--- src/rtl/rgbthumb_pkg.sv ---
// Shared constants, lookup tables and register indexes for the RGB565 gray
// thumbnail downscaler. No dependencies.
`default_nettype none

package rgbthumb_pkg;

  // Default thumbnail edge and source dimension clamp
  localparam int THUMB_SIZE_DEF  = 32;
  localparam int MAX_SRC_DIM_DEF = 1024;

  // Fixed field widths
  localparam int SRC_DIM_W = 10;
  localparam int PIXEL_W   = 16;
  localparam int GRAY_W    = 8;
  localparam int THUMB_W   = 5;
  localparam int CFG_IDX_W = 1;

  // Configuration register reset values
  localparam logic [SRC_DIM_W-1:0] SRC_WIDTH_RST  = 10'd176;
  localparam logic [SRC_DIM_W-1:0] SRC_HEIGHT_RST = 10'd144;

  // Configuration register indexes
  localparam logic [CFG_IDX_W-1:0] REG_SRC_WIDTH  = 1'd0;
  localparam logic [CFG_IDX_W-1:0] REG_SRC_HEIGHT = 1'd1;

  // Q16 luma weights (sum is 65536)
  localparam int LUMA_SUM_W = 24;
  localparam logic [LUMA_SUM_W-1:0] W_RED   = 24'd19595;
  localparam logic [LUMA_SUM_W-1:0] W_GREEN = 24'd38470;
  localparam logic [LUMA_SUM_W-1:0] W_BLUE  = 24'd7471;

  typedef logic [GRAY_W-1:0] lut32_t [32];
  typedef logic [GRAY_W-1:0] lut64_t [64];

  // c*255/max with truncation, built at elaboration
  function automatic lut32_t build_exp5();
    lut32_t t;
    for (int i = 0; i < 32; i++) begin
      t[i] = GRAY_W'((i * 255) / 31);
    end
    return t;
  endfunction

  function automatic lut64_t build_exp6();
    lut64_t t;
    for (int i = 0; i < 64; i++) begin
      t[i] = GRAY_W'((i * 255) / 63);
    end
    return t;
  endfunction

  localparam lut32_t EXP5_LUT = build_exp5();
  localparam lut64_t EXP6_LUT = build_exp6();

endpackage

`default_nettype wire

--- src/rtl/rgbthumb_gray.sv ---
// RGB565 to 8-bit luminance, purely combinational.
// Uses rgbthumb_pkg for the channel expansion tables and luma weights.
`default_nettype none

module rgbthumb_gray
  import rgbthumb_pkg::*;
(
  input  wire logic [PIXEL_W-1:0] pixel,
  output logic      [GRAY_W-1:0]  gray
);

  logic [GRAY_W-1:0]     red8;
  logic [GRAY_W-1:0]     green8;
  logic [GRAY_W-1:0]     blue8;
  logic [LUMA_SUM_W-1:0] luma_sum;

  assign red8   = EXP5_LUT[pixel[15:11]];
  assign green8 = EXP6_LUT[pixel[10:5]];
  assign blue8  = EXP5_LUT[pixel[4:0]];

  // weights sum to 1.0 in Q16, so the sum never exceeds 24 bits
  assign luma_sum = W_RED   * LUMA_SUM_W'(red8)
                  + W_GREEN * LUMA_SUM_W'(green8)
                  + W_BLUE  * LUMA_SUM_W'(blue8);

  assign gray = luma_sum[LUMA_SUM_W-1 -: GRAY_W];

endmodule

`default_nettype wire

--- src/rtl/rgb565_gray_thumbnail_downscaler_top.sv ---
// RGB565 gray thumbnail downscaler: top level with counters and pick logic.
// Pipeline: input reg, then result reg; a picked item stalls while the result is held.
// Throughput: one pixel item per cycle unless a picked item stalls; others never do.
// Reset (rst_n, synchronous): pipeline empty, counters zero, sizes 176x144,
// block waits for a pixel item flagged frame_start before emitting anything.
// Depends on rgbthumb_pkg and rgbthumb_gray.
`default_nettype none

module rgb565_gray_thumbnail_downscaler_top
  import rgbthumb_pkg::*;
#(
  parameter int THUMB_SIZE  = THUMB_SIZE_DEF,
  parameter int MAX_SRC_DIM = MAX_SRC_DIM_DEF
) (
  input  wire logic                 clk,
  input  wire logic                 rst_n,

  // configuration write port
  input  wire logic                 cfg_we,
  input  wire logic [CFG_IDX_W-1:0] cfg_index,
  input  wire logic [SRC_DIM_W-1:0] cfg_wdata,

  // pixel item input
  input  wire logic                 in_valid,
  output logic                      in_ready,
  input  wire logic [PIXEL_W-1:0]   in_pixel_rgb565,
  input  wire logic                 in_frame_start,

  // thumbnail item output
  output logic                      out_valid,
  input  wire logic                 out_ready,
  output logic      [GRAY_W-1:0]    out_gray_value,
  output logic      [THUMB_W-1:0]   out_thumb_col,
  output logic      [THUMB_W-1:0]   out_thumb_row,
  output logic                      out_thumb_last
);

  localparam int CW = $clog2(THUMB_SIZE);   // thumbnail counter width
  localparam int PW = CW + SRC_DIM_W;       // pick product width

  // ---------------------------------------------------------------------------
  // Configuration registers
  // ---------------------------------------------------------------------------
  logic [SRC_DIM_W-1:0] src_width_r;
  logic [SRC_DIM_W-1:0] src_height_r;

  always_ff @(posedge clk) begin
    if (!rst_n) begin
      src_width_r  <= SRC_WIDTH_RST;
      src_height_r <= SRC_HEIGHT_RST;
    end else if (cfg_we) begin
      unique case (cfg_index)
        REG_SRC_WIDTH:  src_width_r  <= cfg_wdata;
        REG_SRC_HEIGHT: src_height_r <= cfg_wdata;
        default: ;
      endcase
    end
  end

  // Effective dimensions: clamped to [THUMB_SIZE, MAX_SRC_DIM]
  logic [SRC_DIM_W-1:0] eff_width;
  logic [SRC_DIM_W-1:0] eff_height;

  always_comb begin
    eff_width = src_width_r;
    if (int'(src_width_r) < THUMB_SIZE)  eff_width = SRC_DIM_W'(THUMB_SIZE);
    if (int'(eff_width) > MAX_SRC_DIM)   eff_width = SRC_DIM_W'(MAX_SRC_DIM);
    eff_height = src_height_r;
    if (int'(src_height_r) < THUMB_SIZE) eff_height = SRC_DIM_W'(THUMB_SIZE);
    if (int'(eff_height) > MAX_SRC_DIM)  eff_height = SRC_DIM_W'(MAX_SRC_DIM);
  end

  // ---------------------------------------------------------------------------
  // Input register: one pixel item waiting to be processed
  // ---------------------------------------------------------------------------
  logic               s1_valid_r;
  logic [PIXEL_W-1:0] s1_pixel_r;
  logic               s1_start_r;
  logic               s1_fire;     // s1 item processed this cycle
  logic               s1_emit;     // s1 item yields a thumbnail item

  assign in_ready = !s1_valid_r || s1_fire;

  always_ff @(posedge clk) begin
    if (!rst_n) begin
      s1_valid_r <= 1'b0;
    end else if (in_ready) begin
      s1_valid_r <= in_valid;
    end
  end

  always_ff @(posedge clk) begin
    if (in_valid && in_ready) begin
      s1_pixel_r <= in_pixel_rgb565;
      s1_start_r <= in_frame_start;
    end
  end

  // ---------------------------------------------------------------------------
  // Frame state
  // ---------------------------------------------------------------------------
  logic [SRC_DIM_W-1:0] src_col_r,  src_col_nxt;
  logic [SRC_DIM_W-1:0] src_row_r,  src_row_nxt;
  logic [CW-1:0]        out_col_r,  out_col_nxt;
  logic [CW-1:0]        out_row_r,  out_row_nxt;
  logic [SRC_DIM_W-1:0] pick_col_r, pick_col_nxt;
  logic [SRC_DIM_W-1:0] pick_row_r, pick_row_nxt;
  logic                 done_r,     done_nxt;

  // values after an optional frame-start clear
  logic [SRC_DIM_W-1:0] cur_src_col, cur_src_row;
  logic [CW-1:0]        cur_out_col, cur_out_row;
  logic [SRC_DIM_W-1:0] cur_pick_col, cur_pick_row;
  logic                 cur_done;

  logic [CW:0]          out_col_inc, out_row_inc;
  logic [CW-1:0]        adv_out_col, adv_out_row;
  logic                 is_last;
  logic [PW-1:0]        pick_col_prod, pick_row_prod;
  logic [SRC_DIM_W:0]   src_col_inc;

  always_comb begin
    if (s1_start_r) begin
      cur_src_col  = '0;
      cur_src_row  = '0;
      cur_out_col  = '0;
      cur_out_row  = '0;
      cur_pick_col = '0;
      cur_pick_row = '0;
      cur_done     = 1'b0;
    end else begin
      cur_src_col  = src_col_r;
      cur_src_row  = src_row_r;
      cur_out_col  = out_col_r;
      cur_out_row  = out_row_r;
      cur_pick_col = pick_col_r;
      cur_pick_row = pick_row_r;
      cur_done     = done_r;
    end
  end

  assign s1_emit = s1_valid_r && !cur_done &&
                   (cur_src_row == cur_pick_row) && (cur_src_col == cur_pick_col);

  // a non-picked item drains regardless of the output side
  assign s1_fire = s1_valid_r && (!s1_emit || !out_valid || out_ready);

  // thumbnail position advance, raster order
  always_comb begin
    out_col_inc = (CW+1)'(cur_out_col) + (CW+1)'(1);
    out_row_inc = (CW+1)'(cur_out_row) + (CW+1)'(1);
    is_last     = 1'b0;
    adv_out_col = out_col_inc[CW-1:0];
    adv_out_row = cur_out_row;
    if (out_col_inc >= (CW+1)'(THUMB_SIZE)) begin
      adv_out_col = '0;
      adv_out_row = out_row_inc[CW-1:0];
      if (out_row_inc >= (CW+1)'(THUMB_SIZE)) begin
        adv_out_row = '0;
        is_last     = 1'b1;
      end
    end
  end

  // next source position to pick: floor(pos * dim / THUMB_SIZE)
  assign pick_col_prod = PW'(adv_out_col) * PW'(eff_width);
  assign pick_row_prod = PW'(adv_out_row) * PW'(eff_height);

  assign src_col_inc = (SRC_DIM_W+1)'(cur_src_col) + (SRC_DIM_W+1)'(1);

  always_comb begin
    src_col_nxt  = cur_src_col;
    src_row_nxt  = cur_src_row;
    out_col_nxt  = cur_out_col;
    out_row_nxt  = cur_out_row;
    pick_col_nxt = cur_pick_col;
    pick_row_nxt = cur_pick_row;
    done_nxt     = cur_done;
    if (!cur_done) begin
      if (s1_emit) begin
        out_col_nxt = adv_out_col;
        out_row_nxt = adv_out_row;
        if (is_last) begin
          done_nxt     = 1'b1;
          pick_col_nxt = '0;
          pick_row_nxt = '0;
        end else begin
          pick_col_nxt = SRC_DIM_W'(pick_col_prod / PW'(THUMB_SIZE));
          pick_row_nxt = SRC_DIM_W'(pick_row_prod / PW'(THUMB_SIZE));
        end
      end
      // wrap as soon as the column reaches or passes the width
      if (src_col_inc >= (SRC_DIM_W+1)'(eff_width)) begin
        src_col_nxt = '0;
        src_row_nxt = cur_src_row + SRC_DIM_W'(1);
      end else begin
        src_col_nxt = src_col_inc[SRC_DIM_W-1:0];
      end
    end
  end

  always_ff @(posedge clk) begin
    if (!rst_n) begin
      src_col_r  <= '0;
      src_row_r  <= '0;
      out_col_r  <= '0;
      out_row_r  <= '0;
      pick_col_r <= '0;
      pick_row_r <= '0;
      done_r     <= 1'b1;
    end else if (s1_fire) begin
      src_col_r  <= src_col_nxt;
      src_row_r  <= src_row_nxt;
      out_col_r  <= out_col_nxt;
      out_row_r  <= out_row_nxt;
      pick_col_r <= pick_col_nxt;
      pick_row_r <= pick_row_nxt;
      done_r     <= done_nxt;
    end
  end

  // ---------------------------------------------------------------------------
  // Luminance and result register
  // ---------------------------------------------------------------------------
  logic [GRAY_W-1:0] gray;

  rgbthumb_gray u_gray (
    .pixel (s1_pixel_r),
    .gray  (gray)
  );

  logic               out_valid_r;
  logic [GRAY_W-1:0]  out_gray_r;
  logic [THUMB_W-1:0] out_col_fld_r;
  logic [THUMB_W-1:0] out_row_fld_r;
  logic               out_last_r;
  logic               out_load;

  assign out_load = s1_fire && s1_emit;

  always_ff @(posedge clk) begin
    if (!rst_n) begin
      out_valid_r <= 1'b0;
    end else if (out_load) begin
      out_valid_r <= 1'b1;
    end else if (out_ready) begin
      out_valid_r <= 1'b0;
    end
  end

  always_ff @(posedge clk) begin
    if (out_load) begin
      out_gray_r    <= gray;
      out_col_fld_r <= THUMB_W'(cur_out_col);
      out_row_fld_r <= THUMB_W'(cur_out_row);
      out_last_r    <= is_last;
    end
  end

  assign out_valid      = out_valid_r;
  assign out_gray_value = out_gray_r;
  assign out_thumb_col  = out_col_fld_r;
  assign out_thumb_row  = out_row_fld_r;
  assign out_thumb_last = out_last_r;

endmodule

`default_nettype wire

--- config.mk ---
export PLATFORM = sky130hd
export DESIGN_NAME = rgb565_gray_thumbnail_downscaler_top
export DESIGN_NICKNAME = d
export VERILOG_FILES = /design/src/rtl/rgbthumb_pkg.sv /design/src/rtl/rgbthumb_gray.sv /design/src/rtl/rgb565_gray_thumbnail_downscaler_top.sv
export SDC_FILE = /design/constraint.sdc
export NUM_CORES = 1
export LEC_CHECK = 0
export BUFFER_PORTS_ARGS = -buffer_cell sky130_fd_sc_hd__buf_2
export CORE_MARGIN = 2
export CORE_UTILIZATION = 40
export CTS_CLUSTER_SIZE = 14
export DETAILED_ROUTE_END_ITERATION = 8
export SLEW_MARGIN = 20
export SYNTH_ARGS = -nofsm -noshare
export SYNTH_HDL_FRONTEND = slang
export SYNTH_SLANG_ARGS = --single-unit
export TNS_END_PERCENT = 5
--- constraint.sdc ---
create_clock -name clk -period 9.35 [get_ports clk]
set_input_delay 1.87 -clock clk [delete_from_list [all_inputs] [get_ports clk]]
set_output_delay 1.87 -clock clk [all_outputs]
set_load 0.005 [all_outputs]
## Word-level counts from Yosys, hierarchy flattened

Memory sizes are Yosys's and may differ from the RTL's.
Index checks and enable logic that the tools add are counted.

- Register bits: 109
- Memory bits (read-only): 1,024
- Input bits: 33
- Output and inout bits: 21
- Logic and storage cells: 100
- Memories kept: 3

Memories:

| name | words | width | read ports | clocked after Yosys merged registers in | write ports | RTL line | RTL |
|---|---|---|---|---|---|---|---|
| (name not given) | 64 | 8 | 1 | 0 | 0 | rgbthumb_gray.sv:18 | `assign green8 = EXP6_LUT[pixel[10:5]];` |
| (name not given) | 32 | 8 | 1 | 0 | 0 | rgbthumb_gray.sv:19 | `assign blue8 = EXP5_LUT[pixel[4:0]];` |
| (name not given) | 32 | 8 | 1 | 0 | 0 | rgbthumb_gray.sv:17 | `assign red8 = EXP5_LUT[pixel[15:11]];` |

- $add $sub $neg: 6
- $mul: 5
- $lt $le $gt $ge: 8
- Equality and inequality tests: 2
- Muxes and demuxes: 39
- Bitwise logic cells: 4
- Reduce and logical (&&, ||, !) cells: 16

Operator list:

| operator | number |
|---|---|
| 10-bit two-way mux | 16 |
| 8-bit two-way mux | 6 |
| 15-bit by 8-bit multiplier with 23-bit output (first input constant) | 2 |
| 5-bit two-way mux | 9 |
| 5-bit by 10-bit multiplier with 15-bit output | 2 |
| 23-bit by 24-bit adder with 24-bit output | 1 |
| 24-bit by 21-bit adder with 24-bit output | 1 |
| 6-bit greater-or-equal comparator (second input constant) | 4 |
| 13-bit by 8-bit multiplier with 21-bit output (first input constant) | 1 |
| 10-bit == test | 2 |
| 10-bit by 6-bit less-than comparator with 1-bit output (second input constant) | 2 |
| 5-bit by 1-bit adder with 6-bit output (second input constant) | 2 |
| 5-bit NOT with 6-bit output | 2 |
| 10-bit by 1-bit adder with 11-bit output (second input constant) | 1 |
| 11-bit by 10-bit greater-or-equal comparator with 1-bit output | 1 |
| 10-bit by 1-bit adder with 10-bit output (second input constant) | 1 |
| 1-bit two-way mux | 8 |
| 7-bit greater-or-equal comparator (second input constant) | 1 |
| 6-bit NOT with 7-bit output | 1 |
| 1-bit logical AND | 6 |
| 1-bit zero test | 4 |
| 2-bit AND reduction | 2 |
| 1-bit logical OR | 3 |
| 2-bit nonzero test | 1 |
| 1-bit NOT | 1 |

## Depth between registers and ports, before layout

- Depth after elaboration: 11
- Mapped depth: 36

## Modules after synthesis

Synthesis repeated with hierarchy kept, for this count alone.

- Cells, all modules: 1,601
- Area total of the unflattened synthesis: 14,402.6 µm²

Modules (own cells, without submodules):

| module | times used | cells each | area each (µm²) | seq. area each (µm²) |
|---|---|---|---|---|
| rgb565_gray_thumbnail_downscaler_top | 1 | 861 | 7,729.9 | 2,542.4 |
| rgbthumb_gray | 1 | 740 | 6,672.6 | 0.0 |

## Worst setup path after synthesis

OpenSTA, ideal clock, no wires.

- Path type: register -> register
- From: register s1_pixel_r[7]
- To: register out_gray_r[7], in the netlist out_gray_value[7] (data pin)
- Arrival time: 8.077 ns
- Path slack: 1.011 ns
- Stages on the path, launching flop included: 34
- Path buffers: 0
- Period minus slack after synthesis: 8.339 ns
- Cells stage by stage: edfxtp_1 -> inv_1 -> ha_1 -> nor2_1 -> o21ai_0 -> inv_1 -> o32a_1 -> mux2i_1 -> ha_1 -> fa_1 -> fa_1 -> ha_1 -> and3_1 -> o2111ai_1 -> nand2_1 -> a21oi_1 -> xor2_1 -> fa_1 -> inv_1 -> fa_1 -> inv_1 -> fa_1 -> fa_1 -> inv_1 -> ha_1 -> o211ai_1 -> a21oi_1 -> nand2_1 -> o311ai_1 -> o21ai_1 -> a21boi_1 -> o21ai_1 -> a211o_1 -> xnor2_1

- Longest elaborated chain between the ends: 7

RTL lines:

| element | RTL line | RTL |
|---|---|---|
| start: declaration | rgb565_gray_thumbnail_downscaler_top.sv:77 | `logic [PIXEL_W-1:0] s1_pixel_r;` |
| start signal: assignment | rgb565_gray_thumbnail_downscaler_top.sv:94 | `s1_pixel_r <= in_pixel_rgb565;` |
| 6-bit NOT with 7-bit output (not written as such) | rgbthumb_gray.sv:18 |  |
| memory 64 x 8 bit | - |  |
| 8-bit two-way mux (not written as such) (2 in series) | rgbthumb_gray.sv:18 |  |
| 15-bit by 8-bit multiplier with 23-bit output | rgbthumb_gray.sv:23 | `+ W_GREEN * LUMA_SUM_W'(green8)` |
| 23-bit by 24-bit adder with 24-bit output | rgbthumb_gray.sv:23 |  |
| 24-bit by 21-bit adder with 24-bit output | rgbthumb_gray.sv:24 | `+ W_BLUE * LUMA_SUM_W'(blue8);` |
| net gray[7] | rgb565_gray_thumbnail_downscaler_top.sv:225 | `logic [GRAY_W-1:0] gray;` |
| end signal: assignment | rgb565_gray_thumbnail_downscaler_top.sv:253 | `out_gray_r <= gray;` |
| end: declaration | rgb565_gray_thumbnail_downscaler_top.sv:233 | `logic [GRAY_W-1:0] out_gray_r;` |

The timed path passes the listed nets, and every way through them passes these cells. The select of a mux whose other input is x is not followed.
A chain may end at the register's enable or synchronous reset.

## Final worst setup path

Ends and elaborated chain as after synthesis.

==> impl_metrics.tcl <==
set metrics [dict create \
    power_frac_clock 0.096 \
    seq_area_frac_synth 0.183 \
    cp-end-kind "flip-flop" \
    yosysWarnings 0 \
    h-tree-depth 3 \
    cts_tree "yes" \
    grt_start_max_net_pins 34 \
    nFillCells 3448 \
    maxCapViolCount 0 \
    layout-drive-gt1-share 0.0584 \
    core-area_um2 34400 \
    grt-ovfl-total 0 \
    synth.area.mux_share 0.0124 \
    hpwl_um 26800 \
    synth_fa_ha_area_frac 0.432 \
    boundaryPins 54 \
    power_leakage_nw 7.56 \
    syn_area_um2 13900 \
    p_comb_frac 0.749 \
    critPathRequiredTime_ns 9.46 \
    clk_latency_ns 0.36 \
    viasPerCell 4.97 \
    io_buffer_count 53 \
    clkSlewWorstSetupHoldPaths_ns 0.08 \
    pwr-share-seq 0.156 \
    r2r_end "out_gray_value[7]" \
    synth_top_family_by_area "adder cells" \
    dieArea_um2 36300 \
    async_flop_share 0 \
    drt_wl_total_um 31700 \
    r2r_cells 34 \
    crit_end "out_gray_value[7]" \
    internal-power_mw 2.15 \
    clock_skew_ns 0.0146 \
    fin_crit_sh 0.934 \
    gp_congestion 0.955 \
    track_usage 0.183 \
    avgSynthCellArea_um2 9.01 \
    finalPower_mw 4.20 \
    swShare 0.489 \
    p_per_area_nw_per_um2 280 \
    antenna_found_initial 0 \
    firstDrtPassIters 5 \
    ctsRootBufferMaster "clkbuf_16" \
    synth-seq-cells 109 \
    worstMarginPinSlew_ns 1.01 \
    synth_largest_area_cell "fa_1" \
    drv_slew 0 \
    hold_ws_ns 0.464 \
    cp_max_fo 7 \
    worstPathArrival_ns 8.85 \
    utilization 0.436 \
    synth_cell_types 77 \
    synth.area.top_cells "fa_1, ha_1, dfxtp_1" \
    hold_violations 0 \
    peakVddDrop_mv 0.422 \
    drc_errors 0 \
    synth_compound_area_frac 0.0903 \
    synth_xor_area_frac 0.0428 \
    finalSetupTns_ns 0 \
    rrSetupSlack_ns 0.61 \
    slowest_delay_ns 0.54 \
    timing.rr.start "s1_pixel_r[7]" \
    detail-route-antenna-nets 0 \
    synth_edf_count 36 \
    start_kind "flip-flop" \
    cp_slowest_cell "edfxtp_1" \
    synth_top_cells_by_count "inv_1, ha_1, fa_1" \
    status "complete, no violations" \
    p_sw_mw 2.05 \
    ctsHoldBuffers 0 \
    finalCriticalPeriod_ns 8.74 \
    die_w_um 191 \
    critPathKind "reg -> reg" \
    yosys.area_share.simple 0.141 \
    max_slew_margin 0.325 \
    cp_common_cell "fa_1" \
    grt_first_pass_wirelength_um 52700 \
    wl_per_cell_um 15.5 \
    syn_to_final_growth_pct 7.68 \
    vias 10169 \
    synth_ff_type "dfxtp_1" \
    n_antenna_cell 0 \
    syn_inst 1546 \
    multi_input_area_um2 10000 \
    finalSetupViolCount 0 \
    hold_class "reg -> reg" \
    grt_pass1_vias 10626 \
    synth_fp_nets 1962 \
    nets 2003 \
    rsz0062_at_grt "false" \
    yosysMostFrequentCell "inv_1" \
    drtIter0Drc 423 \
    die_h_um 191 \
    register_area_um2 2540 \
    yosysTopAreaCellShare 0.236 \
    cts_buffer_depth 2 \
    cts.sinks 109 \
    initial_core_util 0.405 \
    fmax_mhz 114 \
    startpoint "s1_pixel_r[7]" \
    row_count 68 \
    cts_buffers 9 \
]
final cells by class:
class | instances | share of cell area
well taps | 455 | 0.0380
inverters | 337 | 0.0843
clock buffers | 10 | 0.0153
multi-input cells | 1072 | 0.668
repair buffers | 58 | 0.0202
clock inverters | 6 | 0.00467
flip-flops and latches | 109 | 0.170
per-layer routing:
metal,track usage,vias up,wire length [µm]
li1,-,5067,-
met1,0.224,4885,13700
met2,0.338,176,16300
met4,0.0620,0,839
met5,0,-,0
met3,0.0144,41,878
cells in the final DEF, fill, tap and decap left out, types with 8 or more instances in the layout:
| master | count |
|---|---|
| nand2b_1 | 22 |
| and3_1 | 9 |
| a21o_1 | 13 |
| o21ai_1 | 12 |
| a211oi_1 | 9 |
| a21oi_1 | 63 |
| xnor2_1 | 45 |
| xor2_1 | 23 |
| nand3_1 | 48 |
| edfxtp_1 | 36 |
| inv_1 | 333 |
| nand2_1 | 133 |
| a22o_1 | 8 |
| o211ai_1 | 8 |
| nor2_1 | 93 |
| nor3_1 | 20 |
| clkbuf_16 | 9 |
| fa_1 | 164 |
| dfxtp_1 | 73 |
| and2_1 | 10 |
| o21ai_0 | 27 |
| nor2b_1 | 29 |
| ha_1 | 219 |
| buf_2 | 53 |
| mux2i_1 | 14 |
stage by stage:
step / std cells / worst slack [ns] / instance area, µm²
2_1_floorplan: 1546 / 1.01 / 13900
3_3_place_gp: 2031 / 0.690 / 14700
3_5_place_dp: 2031 / 0.523 / 14700
4_1_cts: 2047 / 0.480 / 15000
5_1_grt: 2047 / 0.0403 / 15000
6_report: 2047 / 0.614 / 15000
registers in the layout, summed over array words and instances (netlist names), 5 cells and up:
register	count
out_col_r	5
out_thumb_col	5
out_gray_value	8
src_row_r	10
src_height_r	10
src_col_r	10
pick_col_r	10
out_row_r	5
src_width_r	10
s1_pixel_r	16
pick_row_r	10
out_thumb_row	5
power by group through the flow:
stage / sequential, mW / combinational (mW) / clock [mW]
global placement: 0.666 / 3.07 / 0
CTS: 0.655 / 3.18 / 0.413
detailed placement: 0.666 / 3.15 / 0
floorplan: 0.654 / 2.35 / 0
global route: 0.659 / 3.65 / 0.427
finish: 0.655 / 3.14 / 0.401
worst min path at each step:
stage                         from        endpoint  slack [ns]  cells after the start
floorplan           src_width_r[4]  src_width_r[4]        0.43                      2
global placement    src_width_r[3]  src_width_r[3]        0.45                      2
detailed placement   pick_row_r[9]   pick_row_r[9]        0.46                      2
CTS                  pick_row_r[9]   pick_row_r[9]        0.47                      2
global route         pick_row_r[9]   pick_row_r[9]        0.48                      2
finish               pick_row_r[9]   pick_row_r[9]        0.46                      2
what timing repair did:
action,in CTS,in global routing
gates resized for setup,0,1
setup buffers,0,0
setup endpoints to repair,0,1
cells by family after synthesis:
family	count (synthesis)
fa+ha+maj	383
mux	17
simple gates	411
flops	109
xor+xnor	68
buf+inv	365
compound gates	193
worst max-delay path, delay by kind of cell (launching register included):
| kind | cells | cell delay, ns |
|---|---|---|
| buf+inv | 6 | 0.61 |
| fa+ha+maj | 10 | 4.00 |
| flops | 1 | 0.54 |
| simple gates | 4 | 0.43 |
| compound gates | 11 | 2.30 |
| mux | 1 | 0.38 |
| xor+xnor | 2 | 0.22 |
(Power assumes the default switching activity.)
